==> config.mk <==
export PLATFORM = sky130hd
export DESIGN_NAME = stsm_csr
export DESIGN_NICKNAME = d
export VERILOG_FILES = /design/src/rtl/core/stsm_pkg.sv /design/src/rtl/core/stsm_csr.sv
export SDC_FILE = /design/constraint.sdc
export NUM_CORES = 1
export LEC_CHECK = 0
export BUFFER_PORTS_ARGS = -buffer_cell sky130_fd_sc_hd__buf_4
export CAP_MARGIN = 20
export CORE_UTILIZATION = 52
export DETAILED_ROUTE_END_ITERATION = 8
export PLACE_DENSITY = 0.85
export SYNTH_ARGS = -nofsm -noshare
export SYNTH_HDL_FRONTEND = slang
export SYNTH_SLANG_ARGS = --single-unit
==> constraint.sdc <==
create_clock -name clock -period 2.98 [get_ports clock]
set_input_delay 0.596 -clock clock [delete_from_list [all_inputs] [get_ports clock]]
set_output_delay 0.596 -clock clock [all_outputs]
set_load 0.02 [all_outputs]
==> src/rtl/core/stsm_pkg.sv <==
// Shared types, constants and the exp factor table of the sparse top-k softmax.
// No dependencies; imported by every module of the block.
package stsm_pkg;

   localparam int IDX_W    = 6;
   localparam int CNT_W    = 7;
   localparam int LOGIT_W  = 32;
   localparam int INV_W    = 24;
   localparam int MARGIN_W = 24;
   localparam int THR_W    = 16;
   localparam int PROB_W   = 17;
   localparam int MASS_W   = 24;
   localparam int ACC_W    = 31;
   localparam int TAB_W    = 30;
   localparam int X_W      = 22;
   localparam int XB_W     = 5;
   localparam int PADDR_W  = 4;
   localparam int PDATA_W  = 32;

   localparam logic [PROB_W-1:0]  ONE_Q16     = 17'h10000;
   localparam logic [32:0]        EXP_LIMIT   = 33'd3932160;
   localparam logic [INV_W-1:0]   INV_DEFAULT = 24'h010000;

   typedef enum logic [1:0] {
      REG_INV_TEMP = 2'd0,
      REG_KEEP     = 2'd1,
      REG_MARGIN   = 2'd2,
      REG_SLEEP    = 2'd3
   } reg_idx_type;

   typedef enum logic [3:0] {
      OP_NONE,
      OP_CLEAR,
      OP_READ,
      OP_SEL_BEGIN,
      OP_SEL_CMP,
      OP_SEL_COMMIT,
      OP_EXP_START,
      OP_EXP_WRITE,
      OP_NRM_START,
      OP_NRM_WRITE,
      OP_RN_START,
      OP_RN_WRITE,
      OP_ONEHOT,
      OP_OUT_LOAD
   } op_type;

   typedef struct packed {
      logic             accept;
      op_type           op;
      logic [IDX_W-1:0] addr;
   } cmd_type;

   typedef struct packed {
      logic [CNT_W-1:0] count;
      logic [CNT_W-1:0] keep_eff;
      logic             exp_busy;
      logic             div_busy;
      logic             mass_zero;
      logic             kept_zero;
      logic             sum2_one;
      logic             rsp_free;
   } status_type;

   typedef struct packed {
      logic [INV_W-1:0]    inv;
      logic [CNT_W-1:0]    keep;
      logic [MARGIN_W-1:0] margin;
      logic [THR_W-1:0]    thr;
   } cfg_type;

   // round(2^30 * exp(-2^(b-16)))
   function automatic logic [TAB_W-1:0] exp_tab(input logic [XB_W-1:0] b);
      logic [TAB_W-1:0] v;
      case (b)
         5'd0:    v = 30'd1073725440;
         5'd1:    v = 30'd1073709056;
         5'd2:    v = 30'd1073676290;
         5'd3:    v = 30'd1073610760;
         5'd4:    v = 30'd1073479712;
         5'd5:    v = 30'd1073217664;
         5'd6:    v = 30'd1072693760;
         5'd7:    v = 30'd1071646719;
         5'd8:    v = 30'd1069555701;
         5'd9:    v = 30'd1065385899;
         5'd10:   v = 30'd1057095000;
         5'd11:   v = 30'd1040706261;
         5'd12:   v = 30'd1008687096;
         5'd13:   v = 30'd947573834;
         5'd14:   v = 30'd836230973;
         5'd15:   v = 30'd651257337;
         5'd16:   v = 30'd395007542;
         5'd17:   v = 30'd145315154;
         5'd18:   v = 30'd19666268;
         5'd19:   v = 30'd360200;
         5'd20:   v = 30'd121;
         default: v = 30'd0;
      endcase
      return v;
   endfunction

endpackage

==> src/rtl/core/stsm_csr.sv <==
// APB-style configuration registers of the sparse top-k softmax.
// Depends on stsm_pkg.
module stsm_csr (
   input  logic                          clock,
   input  logic                          reset,
   input  logic                          psel,
   input  logic                          penable,
   input  logic                          pwrite,
   input  logic [stsm_pkg::PADDR_W-1:0]  paddr,
   input  logic [stsm_pkg::PDATA_W-1:0]  pwdata,
   output logic [stsm_pkg::PDATA_W-1:0]  prdata,
   output logic                          pready,
   output stsm_pkg::cfg_type             cfg
);
   import stsm_pkg::*;

   logic [INV_W-1:0]    inv_ff;
   logic [CNT_W-1:0]    keep_ff;
   logic [MARGIN_W-1:0] margin_ff;
   logic [THR_W-1:0]    thr_ff;
   reg_idx_type         sel;
   logic                wr_en;

   assign sel    = reg_idx_type'(paddr[3:2]);
   assign wr_en  = psel & penable & pwrite;
   assign pready = 1'b1;

   always_ff @(posedge clock) begin
      if (reset) begin
         inv_ff    <= INV_DEFAULT;
         keep_ff   <= CNT_W'(1);
         margin_ff <= MARGIN_W'(262144);
         thr_ff    <= THR_W'(7);
      end else if (wr_en) begin
         case (sel)
            REG_INV_TEMP: inv_ff    <= pwdata[INV_W-1:0];
            REG_KEEP:     keep_ff   <= pwdata[CNT_W-1:0];
            REG_MARGIN:   margin_ff <= pwdata[MARGIN_W-1:0];
            REG_SLEEP:    thr_ff    <= pwdata[THR_W-1:0];
            default:      ;
         endcase
      end
   end

   always_comb begin
      case (sel)
         REG_INV_TEMP: prdata = PDATA_W'(inv_ff);
         REG_KEEP:     prdata = PDATA_W'(keep_ff);
         REG_MARGIN:   prdata = PDATA_W'(margin_ff);
         REG_SLEEP:    prdata = PDATA_W'(thr_ff);
         default:      prdata = '0;
      endcase
   end

   // zero scale means unity
   assign cfg.inv    = (inv_ff == '0) ? INV_DEFAULT : inv_ff;
   assign cfg.keep   = keep_ff;
   assign cfg.margin = margin_ff;
   assign cfg.thr    = thr_ff;

endmodule

* Word-level counts from Yosys, hierarchy flattened
Index checks and enable logic that the tools add are counted.
** Operators by class
- Bitwise logic cells :: 2
- Equality and inequality tests :: 3
- Reduce and logical (&&, ||, !) cells :: 6
- Muxes and demuxes :: 2
** Operator list (number)
- $pmux W32 S4 :: 1
- $logic_not A24 Y1 :: 1
- $mux W24 :: 1
- $reduce_and A2 Y1 :: 4
- $eq A2 B2 Y1 const B :: 2
- $and A1 B1 Y1 :: 2
- $eq A2 B1 Y1 const B :: 1
- $logic_not A2 Y1 :: 1
** Storage, ports and cells
- Word-level logic and storage cells :: 17
- Register bits :: 71
- Output and inout bits :: 104
- Bits of input ports :: 41

* Logic depth before layout (Yosys ltp)
- Word-level depth :: 3
- Mapped depth :: 6
- Mapped depth without buffers :: 3

* Worst setup path after synthesis
OpenSTA, ideal clock, no wires.
- Kind :: input to output
- Start point :: input port paddr[2] (netlist bit)
- End point :: output port prdata[10] (netlist bit)
- Cell stages on the path :: 4
- Setup slack :: 0.893 ns
- Path buffers :: 2
- Required time :: 2.384 ns
- Data arrival time :: 1.491 ns
- Path through :: buf_6 buf_4 mux2_2 a22o_1
** Between the ends
- Cells in the longest elaborated chain, start to end :: 2
- Elaborated cells on any way between the ends :: 5
- Those cells by class :: eq/ne (3); mux (1); reduce/logical (1)
** RTL lines
- from (decl) :: RTL line stsm_csr.sv:9 : input logic [stsm_pkg::PADDR_W-1:0] paddr,
- $eq A2 B2 Y1, or another cell as far along :: RTL line stsm_csr.sv:46 : case (sel)
- $pmux W32 S4 * :: RTL line stsm_csr.sv:46
- to (decl) :: RTL line stsm_csr.sv:11 : output logic [stsm_pkg::PDATA_W-1:0] prdata,
Mark *: on every way between the ends. The rest lies on a longest branch, timed or not. The select of a mux whose other input is x is not followed.

* Worst setup path in the final report
- Start point :: input port paddr[3] (netlist bit)
- End point :: output port prdata[9] (netlist bit)
Same word-level chain as after synthesis.

==> reports/qor.txt <==
Worst Path Arrival: 1.80 ns
end-of-flow core utilization: 69.45%
pre-CTS setup slack: 0.5831 ns
Final Setup Violations: 0
outcome: finished, violations left
worst-path fanout max: 31
Post-layout nets: 528
Die Wd: 84.84 um
Worst Hold Depth: 2
Filler cells: 531
final hold vios: 0
DRC viols: 9
DR iter-0 viols: 227
share of cells above drive strength 1: 33.94%
max_slew headroom: 49.50%
initial antenna violation count: 0
peak per-stage delay on the critical path: 0.54 ns
Synth area leaders: dfxtp_1 40%, mux2i_1 8.7%, nand3_1 7.0%
H-tree level count: 3
worst reg2reg setup slack: 2.19 ns
Core Region: 0.006495 mm^2
crit-path cells: buf_4 > nor2_4 > a22o_1 > buf_4
clk buf depth: 2
hold path endpoint: thr_ff[14]
setup bufs post-CTS: 0
drt via density: 5.863
Critical Path Sink Type: output pin
number of I/O port buffers: 125
DRT antenna net count: 0
initial core utilization: 54.94%
CTS tree: yes
clk_lat worst skew: 0.34 ns
RSZ-0062 raised after global routing: no
CP required: 2.38 ns
final period utilization: 80.33%
Max Freq: 417.7 MHz
Mean Syn Cell Area: 8.682 um^2
post_cts resized: 0
IO Pins: 145
Reg-to-Reg End: inv_ff[4]
Die Area: 0.007198 mm^2
#FFs+latches synth: 71
cells after synthesis: 411
cell taking the most area after synthesis: dfxtp_1
Worst path slowest cell: nor2_4
Detailed Route WL: 9720 um
number of global-route vias before repair: 3,011
CTS sink count: 71
Levels on crit path: 4
number of cells on the worst reg-to-reg path: 2
synthesized area: 0.003568 mm^2
first-pass GRT wire length: 15,110 um
Crit path top cell by count: buf_4
critical path buffer and inverter count: 2
DR vias: 3,336
Power Density: 445.7 mW/mm^2
VDD IR-drop max: 240.1 uV
critical path class: input pin to output pin
element type at the critical path start: input pin
MaxCap Viol Count: 0
Tot Pwr: 2.011 mW
RD Place Congestion: 0.7406
top cell type's share of synthesized area: 39.83%
area grow syn2layout: 26.40%
failing checks: DRC
clock skew: 0 ns
HPWL after DPL: 6326 um
largest net degree at the start of global routing: 90
design area: 0.004511 mm^2
HP Start: thr_ff[14]
synth warn: 0
Congestion Overflow GR: 0
number of hold buffers added after cts: 0
path type of the worst min-delay path: flip-flop to flip-flop
Slew @ Worst Pin: 0.7574 ns
row cnt: 29
shortest period the worst path allows: 2.394 ns
GRT Total Usage: 26.86%
post-synthesis sequential area ratio: 39.83%
Distinct cells, synth: 30
routed len/inst: 17.08 um
critical path's top delay family: simple AND/OR/NAND/NOR gates
Setup TNS: 0 ns
Num CTS Buffers: 9
Die Ht: 84.84 um
Reg clk slew, reported paths: 0.07 ns
final count of pins violating max slew: 0
Pre-Repair DR Iteration Count: 8
leakage power: 1.873 nW
area of placed instances: 0.004302 mm^2
clk root buf: clkbuf_8
Reg-to-Reg Start: inv_ff[4]
diode count: 0
fin worst setup slack: 0.5862 ns
## cell type report
| cell class | count | area (um^2) | area share [%] |
|---|---|---|---|
| Clock inverter | 3 | 40.04 | 0.8877 |
| Tap cell | 77 | 96.34 | 2.136 |
| Multi-Input combinational cell | 276 | 1815 | 40.25 |
| Timing Repair Buffer | 129 | 968.4 | 21.47 |
| Sequential cell | 71 | 1421 | 31.51 |
| Clock buffer | 13 | 168.9 | 3.745 |
## through the flow
stage               hold slack (ns)  instances
global placement             0.4704        553
floorplan                    0.4724        418
finish                       0.4889        569
CTS                          0.4914        569
global route                 0.4932        569
detailed placement           0.4812        553
## state kept, by name, indices dropped and copies added (netlist names)
| signal | count |
|---|---|
| thr_ff | 16 |
| margin_ff | 24 |
| keep_ff | 7 |
| inv_ff | 24 |
## how the worst max path moves through the flow
| stage | from | endpoint |
|---|---|---|
| 2_1_floorplan | paddr[2] | prdata[10] |
| 6_report | paddr[3] | prdata[9] |
| 3_5_place_dp | paddr[3] | prdata[9] |
| 3_3_place_gp | paddr[3] | prdata[15] |
| 5_1_grt | paddr[3] | prdata[7] |
| 4_1_cts | paddr[3] | prdata[9] |
## worst register-to-register path: cells and delay by family, from the launching register on
family,cells,cell delay (ns)
flip-flops,1,0.41
AO/OA/AOI/OAI,2,0.30
## cell usage after synthesis
library cell  instances
a21oi_1              46
a22o_1                9
and3_4                2
buf_1                 2
buf_2                12
buf_4                14
buf_6                 4
clkbuf_1             38
clkbuf_2              1
conb_1                2
dfxtp_1              71
mux2_2                9
mux2i_1              31
mux4_2                7
nand2_1               1
nand2b_1             34
nand2b_4              1
nand3_1              50
nand3b_1              2
nand4_1               1
nor2_1               15
nor2_4                1
nor2b_1               1
nor3_1                1
nor3b_1               1
nor4_1                5
o21ai_0              42
o21ai_1               6
o21bai_1              1
or2_2                 1
## power breakdown
part | switching [mW] | internal, mW
combinational | 0.149 | 0.0933
clock | 0.343 | 0.453
sequential | 0.0113 | 0.961
total | 0.503 | 1.51
## layer usage
layer / track usage (%) / up-vias / part of all wire (%)
met5: 0 / - / 0
li1: - / 1564 / -
met4: 8.629 / 0 / 1.8
met3: 5.447 / 15 / 6.3
met1: 34.64 / 1620 / 42
met2: 45.45 / 137 / 50
## cell usage in the layout (no fill, tap or decap), types with 5 or more instances in the layout
master	netlist	routed
dfxtp_1	71	71
o21ai_0	42	42
mux2_2	9	9
nand2b_1	34	34
nor4_1	5	5
nor2_1	15	15
mux4_2	7	7
a22o_1	9	9
a21oi_1	46	46
clkbuf_8	0	12
conb_1	2	9
nand3_1	50	49
mux2i_1	31	31
o21ai_1	6	6
buf_4	14	129
## logic make-up (layout without fill, tap and decap cells)
| group | Yosys count | in the layout | share of synthesized area [%] |
|---|---|---|---|
| flops | 71 | 71 | 39.83 |
| buf+inv | 71 | 145 | 10.24 |
| compound gates | 104 | 104 | 15.60 |
| other cells | 2 | 9 | 0.2105 |
| mux | 47 | 47 | 15.95 |
| simple gates | 116 | 116 | 18.16 |
Power figures use the tool's default switching activity.
