File: config.mk
export PLATFORM = sky130hd
export DESIGN_NAME = stsm_ctrl
export DESIGN_NICKNAME = d
export VERILOG_FILES = /design/src/rtl/core/stsm_pkg.sv /design/src/rtl/core/stsm_ctrl.sv
export SDC_FILE = /design/constraint.sdc
export NUM_CORES = 1
export LEC_CHECK = 0
export BUFFER_PORTS_ARGS = -buffer_cell sky130_fd_sc_hd__clkbuf_2
export CORE_UTILIZATION = 51
export DETAILED_ROUTE_END_ITERATION = 8
export GPL_ROUTABILITY_DRIVEN = 0
export PLACE_DENSITY = 0.86
export SLEW_MARGIN = 20
export SYNTH_ARGS = -nofsm -noshare
export SYNTH_HDL_FRONTEND = slang
export SYNTH_SLANG_ARGS = --single-unit
File: constraint.sdc
create_clock -name clock -period 2.3 [get_ports clock]
set_clock_uncertainty 0.05 [all_clocks]
set_input_delay 0.46 -clock clock [delete_from_list [all_inputs] [get_ports clock]]
set_output_delay 0.46 -clock clock [all_outputs]
set_load 0.03 [all_outputs]
File: src/rtl/core/stsm_pkg.sv
// Shared types, constants and the exp factor table of the sparse top-k softmax.
// No dependencies; imported by every module of the block.
package stsm_pkg;

   localparam int IDX_W    = 6;
   localparam int CNT_W    = 7;
   localparam int LOGIT_W  = 32;
   localparam int INV_W    = 24;
   localparam int MARGIN_W = 24;
   localparam int THR_W    = 16;
   localparam int PROB_W   = 17;
   localparam int MASS_W   = 24;
   localparam int ACC_W    = 31;
   localparam int TAB_W    = 30;
   localparam int X_W      = 22;
   localparam int XB_W     = 5;
   localparam int PADDR_W  = 4;
   localparam int PDATA_W  = 32;

   localparam logic [PROB_W-1:0]  ONE_Q16     = 17'h10000;
   localparam logic [32:0]        EXP_LIMIT   = 33'd3932160;
   localparam logic [INV_W-1:0]   INV_DEFAULT = 24'h010000;

   typedef enum logic [1:0] {
      REG_INV_TEMP = 2'd0,
      REG_KEEP     = 2'd1,
      REG_MARGIN   = 2'd2,
      REG_SLEEP    = 2'd3
   } reg_idx_type;

   typedef enum logic [3:0] {
      OP_NONE,
      OP_CLEAR,
      OP_READ,
      OP_SEL_BEGIN,
      OP_SEL_CMP,
      OP_SEL_COMMIT,
      OP_EXP_START,
      OP_EXP_WRITE,
      OP_NRM_START,
      OP_NRM_WRITE,
      OP_RN_START,
      OP_RN_WRITE,
      OP_ONEHOT,
      OP_OUT_LOAD
   } op_type;

   typedef struct packed {
      logic             accept;
      op_type           op;
      logic [IDX_W-1:0] addr;
   } cmd_type;

   typedef struct packed {
      logic [CNT_W-1:0] count;
      logic [CNT_W-1:0] keep_eff;
      logic             exp_busy;
      logic             div_busy;
      logic             mass_zero;
      logic             kept_zero;
      logic             sum2_one;
      logic             rsp_free;
   } status_type;

   typedef struct packed {
      logic [INV_W-1:0]    inv;
      logic [CNT_W-1:0]    keep;
      logic [MARGIN_W-1:0] margin;
      logic [THR_W-1:0]    thr;
   } cfg_type;

   // round(2^30 * exp(-2^(b-16)))
   function automatic logic [TAB_W-1:0] exp_tab(input logic [XB_W-1:0] b);
      logic [TAB_W-1:0] v;
      case (b)
         5'd0:    v = 30'd1073725440;
         5'd1:    v = 30'd1073709056;
         5'd2:    v = 30'd1073676290;
         5'd3:    v = 30'd1073610760;
         5'd4:    v = 30'd1073479712;
         5'd5:    v = 30'd1073217664;
         5'd6:    v = 30'd1072693760;
         5'd7:    v = 30'd1071646719;
         5'd8:    v = 30'd1069555701;
         5'd9:    v = 30'd1065385899;
         5'd10:   v = 30'd1057095000;
         5'd11:   v = 30'd1040706261;
         5'd12:   v = 30'd1008687096;
         5'd13:   v = 30'd947573834;
         5'd14:   v = 30'd836230973;
         5'd15:   v = 30'd651257337;
         5'd16:   v = 30'd395007542;
         5'd17:   v = 30'd145315154;
         5'd18:   v = 30'd19666268;
         5'd19:   v = 30'd360200;
         5'd20:   v = 30'd121;
         default: v = 30'd0;
      endcase
      return v;
   endfunction

endpackage

File: src/rtl/core/stsm_ctrl.sv
// Sequencer of the sparse top-k softmax: load, top-k passes, exp, normalize,
// sleep renormalize and emit. Depends on stsm_pkg.
module stsm_ctrl (
   input  logic                 clock,
   input  logic                 reset,
   input  logic                 req_valid,
   input  logic                 req_last,
   output logic                 req_ready,
   input  stsm_pkg::status_type status,
   output stsm_pkg::cmd_type    cmd
);
   import stsm_pkg::*;

   typedef enum logic [4:0] {
      ST_LOAD, ST_FLUSH, ST_CLEAR,
      ST_SEL_BEGIN, ST_SEL_RD, ST_SEL_CMP, ST_SEL_END,
      ST_EXP_RD, ST_EXP_GO, ST_EXP_WAIT, ST_MASS_CHK,
      ST_NRM_RD, ST_NRM_GO, ST_NRM_WAIT, ST_KEPT_CHK,
      ST_RN_RD, ST_RN_GO, ST_RN_WAIT,
      ST_OUT_RD, ST_OUT_SEND
   } state_type;

   state_type        state_ff, state_in;
   logic [CNT_W-1:0] idx_ff, idx_in;
   logic [CNT_W-1:0] pass_ff, pass_in;
   logic             idx_last;

   assign idx_last = (idx_ff + CNT_W'(1)) == status.count;

   always_comb begin
      state_in   = state_ff;
      idx_in     = idx_ff;
      pass_in    = pass_ff;
      req_ready  = (state_ff == ST_LOAD);
      cmd.accept = req_ready & req_valid;
      cmd.op     = OP_NONE;
      cmd.addr   = idx_ff[IDX_W-1:0];
      case (state_ff)
         ST_LOAD: begin
            if (cmd.accept && req_last) state_in = ST_FLUSH;
         end
         ST_FLUSH: state_in = ST_CLEAR;
         ST_CLEAR: begin
            cmd.op   = OP_CLEAR;
            pass_in  = '0;
            state_in = ST_SEL_BEGIN;
         end
         ST_SEL_BEGIN: begin
            cmd.op   = OP_SEL_BEGIN;
            idx_in   = '0;
            state_in = ST_SEL_RD;
         end
         ST_SEL_RD: begin
            cmd.op   = OP_READ;
            state_in = ST_SEL_CMP;
         end
         ST_SEL_CMP: begin
            cmd.op = OP_SEL_CMP;
            if (idx_last) begin
               state_in = ST_SEL_END;
            end else begin
               idx_in   = idx_ff + CNT_W'(1);
               state_in = ST_SEL_RD;
            end
         end
         ST_SEL_END: begin
            cmd.op = OP_SEL_COMMIT;
            if (pass_ff + CNT_W'(1) >= status.keep_eff) begin
               idx_in   = '0;
               state_in = ST_EXP_RD;
            end else begin
               pass_in  = pass_ff + CNT_W'(1);
               state_in = ST_SEL_BEGIN;
            end
         end
         ST_EXP_RD: begin
            cmd.op   = OP_READ;
            state_in = ST_EXP_GO;
         end
         ST_EXP_GO: begin
            cmd.op   = OP_EXP_START;
            state_in = ST_EXP_WAIT;
         end
         ST_EXP_WAIT: begin
            if (!status.exp_busy) begin
               cmd.op = OP_EXP_WRITE;
               if (idx_last) begin
                  idx_in   = '0;
                  state_in = ST_MASS_CHK;
               end else begin
                  idx_in   = idx_ff + CNT_W'(1);
                  state_in = ST_EXP_RD;
               end
            end
         end
         ST_MASS_CHK: begin
            if (status.mass_zero) begin
               cmd.op   = OP_ONEHOT;
               state_in = ST_OUT_RD;
            end else begin
               state_in = ST_NRM_RD;
            end
         end
         ST_NRM_RD: begin
            cmd.op   = OP_READ;
            state_in = ST_NRM_GO;
         end
         ST_NRM_GO: begin
            cmd.op   = OP_NRM_START;
            state_in = ST_NRM_WAIT;
         end
         ST_NRM_WAIT: begin
            if (!status.div_busy) begin
               cmd.op = OP_NRM_WRITE;
               if (idx_last) begin
                  idx_in   = '0;
                  state_in = ST_KEPT_CHK;
               end else begin
                  idx_in   = idx_ff + CNT_W'(1);
                  state_in = ST_NRM_RD;
               end
            end
         end
         ST_KEPT_CHK: begin
            if (status.kept_zero) begin
               cmd.op   = OP_ONEHOT;
               state_in = ST_OUT_RD;
            end else if (status.sum2_one) begin
               state_in = ST_OUT_RD;
            end else begin
               state_in = ST_RN_RD;
            end
         end
         ST_RN_RD: begin
            cmd.op   = OP_READ;
            state_in = ST_RN_GO;
         end
         ST_RN_GO: begin
            cmd.op   = OP_RN_START;
            state_in = ST_RN_WAIT;
         end
         ST_RN_WAIT: begin
            if (!status.div_busy) begin
               cmd.op = OP_RN_WRITE;
               if (idx_last) begin
                  idx_in   = '0;
                  state_in = ST_OUT_RD;
               end else begin
                  idx_in   = idx_ff + CNT_W'(1);
                  state_in = ST_RN_RD;
               end
            end
         end
         ST_OUT_RD: begin
            cmd.op   = OP_READ;
            state_in = ST_OUT_SEND;
         end
         ST_OUT_SEND: begin
            if (status.rsp_free) begin
               cmd.op = OP_OUT_LOAD;
               if (idx_last) begin
                  idx_in   = '0;
                  state_in = ST_LOAD;
               end else begin
                  idx_in   = idx_ff + CNT_W'(1);
                  state_in = ST_OUT_RD;
               end
            end
         end
         default: state_in = ST_LOAD;
      endcase
   end

   always_ff @(posedge clock) begin
      if (reset) begin
         state_ff <= ST_LOAD;
         idx_ff   <= '0;
         pass_ff  <= '0;
      end else begin
         state_ff <= state_in;
         idx_ff   <= idx_in;
         pass_ff  <= pass_in;
      end
   end

endmodule

# Yosys cells after proc, flatten, opt, wreduce, memory -nomap -nowiden
# Cells that the tools add are included.
# word_totals
reg_bits,19
input_bits,24
out_inout_bits,12
wordCells,76
# classes
add_sub_neg,2
n_lt_le_gt_ge,1
eq_ne,29
muxes,31
bitwise,1
reduce_logical,9
# ops
op,n
$pmux 5 s20,1
$pmux 4 s14,1
$mux 5,10
$mux 7,7
$pmux 7 s6,1
$eq 5x4->1 const B,8
$mux 4,6
$eq 5x3->1 const B,4
$eq 5x5->1 const B,4
$ne 2x2->1 const B,8
$add 7x1->7 const B,2
$pmux 7 s2,1
$eq 5x2->1 const B,2
$mux 3,3
$eq 7x7->1,1
$ge 7x7->1,1
$reduce_and 6->1,1
$reduce_bool 6->1,1
$eq 5x1->1 const B,1
$logic_not 5->1,1
$reduce_and 5->1,1
$reduce_or 5->1,1
$mux 2,1
$ne 2x1->1 const B,1
other kinds (5),5

# Depth between registers and ports, before layout
# Gate-level depths: netlist (run 1).
# depth
word_depth,5
mapped_depth,11
depth_no_buf,10

# Worst setup path before layout (run 1)
# OpenSTA, ideal clock, no wires.
# synth_timing
path_type,reg-to-reg
from,register pass_ff[0]
to,register idx_ff[0]
setup_time_ns,0.070
t_arrival_ns,2.482
t_required_ns,2.180
path_slack_ns,-0.302
path_stages_with_launch,11
n_path_buf,0
synth_period_minus_slack_ns,2.602
cell_sequence,dfxtp_1 > ha_1 > nand3_1 > nor2_1 > xor2_1 > ha_1 > o2111ai_1 > o21ai_0 > o211ai_1 > or4bb_1 > a21oi_1
# synth_via
elab_chain_len,4
# synth_lines
item,line,rtl
from (decl),stsm_ctrl.sv:25,"logic [CNT_W-1:0] pass_ff, pass_in;"
from (signal assigned),stsm_ctrl.sv:182,pass_ff <= pass_in;
$add 7x1->7,stsm_ctrl.sv:68,if (pass_ff + CNT_W'(1) >= status.keep_eff) begin
$ge 7x7->1,stsm_ctrl.sv:68,
$ne 2x2->1 (no source line),--,
$reduce_and 6->1 (no source line),--,
to (signal assigned),stsm_ctrl.sv:181,idx_ff <= idx_in;
to (decl),stsm_ctrl.sv:24,"logic [CNT_W-1:0] idx_ff, idx_in;"
# Every way passes these cells.
# A chain may end at the register's enable or synchronous reset.

# Final worst setup path (run 1)
# layout_timing
from,register pass_ff[0]
to,register pass_ff[4]
# layout_via
elab_chain_len,4
word_cells_on_any_way,6
classes_between,1 x add/sub; 1 x order compare; 1 x eq/ne; 2 x mux; 1 x reduce/logical
# layout_lines
item,line
$add 7x1->7 *,"stsm_ctrl.sv:68, stsm_ctrl.sv:72"
$ge 7x7->1,stsm_ctrl.sv:68
$ne 2x2->1 (no source line),--
$reduce_and 2->1 (no source line),--
# Every way passes the cells marked *; elsewhere a longest branch is shown, timed or not. The select of a mux whose other input is x is not followed.

==> results of run 1 <==
routing by layer:
metal,global-route usage,vias to the layer above
met5,0,-
met4,0.117,0
met3,0.0387,34
met2,0.578,168
met1,0.393,1185
li1,-,1161
synth_stat cells (all sizes together) (7+ instances only):
cell    instances
nor2           25
o21ai          24
nand2          23
a21oi          21
dfxtp          19
inv            13
clkbuf         12
buf            11
nand3          10
a31oi           9
ha              9
nor2b           8
xnor2           7
power by group:
group	leakage [µW]	internal [µW]	total [µW]	switching, µW
registers	0.000160	328	333	5.24
logic	0.00103	70.6	167	96.3
clock network	0.0000255	121	241	120
worst max-delay path, stage by stage, from the launching register on:
cell	delay, ns
sky130_fd_sc_hd__dfxtp_4	0.37
sky130_fd_sc_hd__ha_4	0.16
sky130_fd_sc_hd__nand3_4	0.10
sky130_fd_sc_hd__nor2_4	0.12
sky130_fd_sc_hd__xor2_2	0.22
sky130_fd_sc_hd__ha_4	0.24
sky130_fd_sc_hd__buf_4	0.13
sky130_fd_sc_hd__a21oi_2	0.13
sky130_fd_sc_hd__o21ai_2	0.10
sky130_fd_sc_hd__or2_2	0.32
sky130_fd_sc_hd__or3_4	0.34
sky130_fd_sc_hd__a21oi_2	0.13
registers in the layout, indices dropped and copies added, names as in the netlist:
signal and count:
idx_ff 7, state_ff 5, pass_ff 7
path summary, 6_finish.rpt:
kind / start / endpoint / slack [ns] / cells past startpoint
setup / recovery: pass_ff[0] / pass_ff[4] / -0.19 / 11
hold / removal: pass_ff[1] / pass_ff[1] / 0.47 / 2
setup reg to reg: pass_ff[0] / pass_ff[4] / -0.19 / 11
hold reg to reg: pass_ff[1] / pass_ff[1] / 0.47 / 2
what timing repair did:
item	4_1_cts	5_1_grt
endpoints found under the hold margin	0	0
gates resized for setup	22	29
buffers inserted	12	4
pin swaps	11	23
endpoints found under the setup margin	17	21
logic make-up after synthesis:
family / synth area share
buffers and inverters: 0.0803
adder cells (fa/ha/maj): 0.0565
flip-flops: 0.191
XOR/XNOR: 0.0684
AND/OR/NAND/NOR: 0.289
AO/OA/AOI/OAI: 0.301
multiplexers: 0.0151
metrics by stage:
stage                     setup TNS, ns   util  power, µW  instance area (µm²)  hold WS [ns]
after floorplan                       0      -        432                 2030         0.394
after global placement           -0.828  0.661        485                 2460         0.411
after detailed placement          -2.31  0.661        490                 2460         0.423
after CTS                        -0.930  0.720        724                 2680         0.436
after global routing              -3.41  0.753        765                 2800         0.495
final                             -1.69  0.753        741                 2800         0.465
final cells by class:
type,instances,area share
clock inverters,1,0.00179
flip-flops and latches,19,0.144
repair buffers,91,0.216
well taps,48,0.0215
inverters,13,0.0174
clock buffers,3,0.0148
multi-input cells,224,0.585
==> metrics.md, run 1 <==
| Metric | Value |
|---|---|
| Setup repair after global routing missed its margin | `true` |
| Filler Cell Count | `263` |
| Max-slew violation count | `0` |
| Total of flip-flops plus latches after synthesis | `19` |
| Number of I/O pins | `36` |
| Library cell occupying the most area in the post-synthesis netlist | `sky130_fd_sc_hd__dfxtp_1` |
| Average via count per standard cell | `6.39` |
| Number of library cell types mapped by synthesis | `56` |
| Max-capacitance violation count | `0` |
| Width of the die | `64.5 µm` |
| Count of flip-flops with a built-in enable after synthesis | `0` |
| Count of antenna-violating nets left after detailed routing | `0` |
| Starting density of the core | `0.537` |
| DP Cell Count | `380` |
| Cell Rows | `22` |
| Violated checks | `negative setup slack` |
| CTS tree | `done` |
| Total global routing track utilization | `0.323` |
| Vias in the first global route | `2279` |
| Area taken by multi-input logic gates | `1640 µm²` |
| Die Area | `4160 µm²` |
| Max Fclk | `0.401 GHz` |
| Wire length of the first global-routing pass | `10600 µm` |
| Worst slew margin | `0.701` |
| Top layer reached by signal wires | `met4` |
| Layout cells sized above 1 | `0.405` |
| Post-route worst setup slack | `-0.195 ns` |
| Overall overflow remaining after global route | `0` |
| # clock sinks | `19` |
| Transition time at the pin with the least slew margin | `0.437 ns` |
| Number of DRC markers after the initial detailed-route iteration | `270` |
| Largest driver fanout on the critical path | `4` |
| Floorplan die height | `64.5 µm` |
| Final setup vio count | `15` |
| Primary flip-flop cell chosen by synthesis mapping | `sky130_fd_sc_hd__dfxtp_1` |
| Pre-CTS worst setup slack | `-0.272 ns` |
| Length of routed met3 wiring | `547 µm` |
| Average detailed-routed wire length per instance | `17.7 µm` |
| Clock slew seen by the registers of the worst setup and hold paths | `0.08 ns` |
| Sequential area share after synthesis | `0.191` |
| Synth warnings | `0` |
| Area fraction of the dominant cell type after synthesis | `0.191` |
| H-tree level count | `1` |
| Fraction of registers with async set or reset after synthesis | `0` |
| Total routed wirelength | `7070 µm` |
| Dpl hpwl | `4270 µm` |
| Number of nets at the end of the flow | `385` |
| M1 WL | `2730 µm` |
| # DRC | `0` |
| Count of input and output buffers | `35` |
| Number of antenna repair diodes | `0` |
| Clk Tree Root Cell | `sky130_fd_sc_hd__clkbuf_8` |
| Floorplan Core Area | `3720 µm²` |
| Result of the run | `finished with violations` |
| Most common cell after layout, fill and taps aside | `sky130_fd_sc_hd__buf_4` |
| Power Dens Cells | `265 nW/µm²` |
| Clock insertion delay at the later pin of the skew report | `0.26 ns` |
| Largest net degree at the start of global routing | `21` |
| Worst endpoint required time | `2.44 ns` |
| Class of the most critical setup path | `reg -> reg` |
| Top post-synthesis cells by area | `sky130_fd_sc_hd__dfxtp_1 (19%), sky130_fd_sc_hd__ha_1 (5.6%), sky130_fd_sc_hd__o21ai_0 (5.5%)` |
| Arrival time worst endpoint | `2.63 ns` |
| Final Critical Period | `2.49 ns` |
| Classification of the worst-slack hold path | `reg -> reg` |
| Syn_nets | `312` |
| Cell count after synthesis | `279` |
| Bufs on Longest Clock Path | `2` |
| Mapped cell area | `1990 µm²` |
| Leakage | `0.00121 µW` |
| Hold violation total from the final report | `0` |
| TritonCTS buffer count | `3` |
| Met2 wire len | `3560 µm` |
| Startpoint class of the critical path | `flip-flop` |
| Layout-stage area growth over the synthesis result | `40.3%` |
| Per-instance average area after synthesis | `7.15 µm²` |
| Total via count after detailed routing | `2548` |
| Worst Setup End Kind | `flip-flop` |
| Final instance count without filler cells | `399` |
| Hold_buf cts | `0` |
| Share of the clock period used by the worst path after layout | `1.08` |
| Worst IR drop on VDD | `198 µV` |
| Top library cells by usage in the layout, fill and taps aside | `sky130_fd_sc_hd__buf_4 (54), sky130_fd_sc_hd__clkbuf_2 (34), sky130_fd_sc_hd__nand2_1 (22)` |
| Number of antenna violations at the first check in global routing | `0` |
| Register Area | `402 µm²` |
| Number of detailed-route iterations in the first pass | `5` |
Power figures use the tool's default switching activity.
==> run 2: changes to the inputs <==
clock period = 2.05 ns   (was 2.3 ns; I/O delays follow)
==> run 2 against run 1 <==
  * The flow still finishes with violations (negative setup slack)
  * Total power increased by 18%
  * Clock power increased by 18%
  * Core utilization increased by 7.7 points
  * Design area increased by 10%
  * Hold slack got worse by 0.0092 ns
  * Critical path type unchanged
  * Critical endpoint is now idx_ff[0]
  * Largest cell class unchanged
==> metrics.md, run 2 (synthesis results as in run 1) <==
| Metric | Value |
|---|---|
| Number of detailed-route iterations in the first pass | `6 (+1)` |
| Worst Setup End Kind | `flip-flop` |
| Power Dens Cells | `283 nW/µm² (+7.0%)` |
| Leakage | `0.00132 µW (+9.2%)` |
| Transition time at the pin with the least slew margin | `0.505 ns (+0.0672 ns)` |
| Final setup vio count | `20 (+5)` |
| Worst endpoint required time | `2.18 ns (-0.26 ns)` |
| Sequence of cells on the critical path | `ha_4 -> nand3_4 -> nor2_4 -> xor2_2 -> ha_4 -> o2111ai_2 -> o21ai_4 -> o211ai_1 -> or4bb_1 -> a21oi_1` |
| Class of the most critical setup path | `reg -> reg` |
| Hold violation total from the final report | `0 (unchanged)` |
| Max Fclk | `0.388 GHz (-3.2%)` |
| Vias in the first global route | `2641 (+16%)` |
| Starting density of the core | `0.537 (unchanged)` |
| CP top delay family | `compound AO/OA/AOI/OAI gates` |
| CTS tree | `done` |
| Arrival time worst endpoint | `2.71 ns (+0.08 ns)` |
| Worst IR drop on VDD | `211 µV (+6.4%)` |
| Number of antenna repair diodes | `0 (unchanged)` |
| Setup repair after global routing missed its margin | `true` |
| Bufs on Longest Clock Path | `2 (unchanged)` |
| Average via count per standard cell | `6.47 (+1.3%)` |
| Clk Tree Root Cell | `sky130_fd_sc_hd__clkbuf_8` |
| Number of nets at the end of the flow | `402 (+4.4%)` |
| Dpl hpwl | `4620 µm (+8.1%)` |
| Largest net degree at the start of global routing | `20 (-4.8%)` |
| Layout-stage area growth over the synthesis result | `54.6%` |
| Most common cell after layout, fill and taps aside | `sky130_fd_sc_hd__buf_4` |
| # clock sinks | `19 (unchanged)` |
| Area taken by multi-input logic gates | `1710 µm² (+4.8%)` |
| Max-slew violation count | `0 (unchanged)` |
| Average detailed-routed wire length per instance | `18.3 µm (+3.5%)` |
| Number of antenna violations at the first check in global routing | `0 (unchanged)` |
| Cell repeated most along the worst path | `sky130_fd_sc_hd__ha_4` |
| TritonCTS buffer count | `3 (unchanged)` |
| Result of the run | `finished with violations` |
| Width of the die | `64.5 µm (unchanged)` |
| Overall overflow remaining after global route | `0 (unchanged)` |
| Count of antenna-violating nets left after detailed routing | `0 (unchanged)` |
| Summed negative setup slack over all endpoints | `-6.66 ns (-4.97 ns)` |
| Clock slew seen by the registers of the worst setup and hold paths | `0.07 ns (about the same)` |
| Total via count after detailed routing | `2690 (+5.6%)` |
| Floorplan die height | `64.5 µm (unchanged)` |
| Number of I/O pins | `36 (unchanged)` |
| Total global routing track utilization | `0.353 (+0.0294)` |
| Filler Cell Count | `209 (-21%)` |
| Count of input and output buffers | `35 (unchanged)` |
| Hold_buf cts | `0 (unchanged)` |
| Classification of the worst-slack hold path | `in -> reg` |
| # DRC | `0 (unchanged)` |
| Largest driver fanout on the critical path | `4 (unchanged)` |
| Total routed wirelength | `7630 µm (+7.9%)` |
| Critical path buffer and inverter count | `0 (-1)` |
| H-tree level count | `1 (unchanged)` |
| Clock insertion delay at the later pin of the skew report | `0.27 ns (about the same)` |
| Wire length of the first global-routing pass | `11500 µm (+8.8%)` |
| Register Area | `418 µm² (+4.0%)` |
| Floorplan Core Area | `3720 µm² (unchanged)` |
| Final Critical Period | `2.58 ns (+0.0815 ns)` |
| Share of the core filled with cells in the final layout | `0.830 (+0.0768)` |
| Pre-CTS worst setup slack | `-0.442 ns (-0.170 ns)` |
| Max-capacitance violation count | `0 (unchanged)` |
| Regs by FF count | `idx_ff: 7 flops, pass_ff: 7 flops, state_ff: 5 flops` |
| Number of DRC markers after the initial detailed-route iteration | `352 (+30%)` |
| Critical path's slowest cell | `sky130_fd_sc_hd__or4bb_1` |
| Worst hold slack | `0.456 ns (-0.00924 ns)` |
| Delay of the slowest critical-path stage | `0.56 ns (+0.19 ns)` |
| Die Area | `4160 µm² (unchanged)` |
| Layout cells sized above 1 | `0.462 (+0.0574)` |
| Startpoint class of the critical path | `flip-flop` |
| Top library cells by usage in the layout, fill and taps aside | `sky130_fd_sc_hd__buf_4 (60), sky130_fd_sc_hd__clkbuf_2 (31), sky130_fd_sc_hd__nand2_1 (22)` |
| Cell Rows | `22 (unchanged)` |
| Post-route worst setup slack | `-0.526 ns (-0.332 ns)` |
| Violated checks | `negative setup slack` |
| Share of the clock period used by the worst path after layout | `1.26 (+0.172)` |
| Worst slew margin | `0.660 (-0.0408)` |
## run 2: layout make-up
cell class / count / share of cell area
Timing Repair Buffer: 108 / 0.258
Sequential cell: 19 / 0.136
Clock inverter: 1 / 0.00162
Clock buffer: 3 / 0.0134
Inverter: 13 / 0.0158
Tap cell: 48 / 0.0195
Multi-Input combinational cell: 224 / 0.556
## run 2: routing by layer
layer / part of all wire / global-route usage / up-vias
met4: 0.056 / 0.211 / 0
li1: - / - / 1196
met2: 0.50 / 0.650 / 213
met3: 0.092 / 0.0546 / 59
met5: 0 / 0 / -
met1: 0.35 / 0.374 / 1222
## run 2: report_power, final
part / switching [µW] / leakage [µW] / internal, µW / total, µW
clock network: 148 / 0.0000255 / 136 / 284
registers: 5.44 / 0.000162 / 361 / 367
logic: 125 / 0.00114 / 97.1 / 223
## run 2: stage by stage
step	instance area, µm²	total power [µW]	cells
CTS	2920	834	411
global placement	2600	555	394
finish	3080	874	416
global route	3080	909	416
detailed placement	2600	561	394
floorplan	2060	483	279
## run 2: worst paths after layout
path / startpoint / endpoint / slack, ns / depth (start not counted)
hold / removal: req_last / state_ff[0] / 0.46 / 5
setup / recovery: pass_ff[1] / idx_ff[0] / -0.53 / 10
hold reg to reg: pass_ff[1] / pass_ff[1] / 0.50 / 2
setup reg to reg: pass_ff[1] / idx_ff[0] / -0.53 / 10
## run 2: what timing repair did
action	4_1_cts	5_1_grt
gates resized for setup	54	36
gates cloned	1	0
pin swaps	22	15
setup buffers	13	5
endpoints found under the hold margin	0	0
setup endpoints to repair	22	24
## run 2: tightest hold or removal path, cell delays in order
cell                       delay (ns)
sky130_fd_sc_hd__clkbuf_2        0.08
sky130_fd_sc_hd__nand2_1         0.06
sky130_fd_sc_hd__nand2_1         0.07
sky130_fd_sc_hd__nand2_1         0.08
sky130_fd_sc_hd__a311oi_1        0.05
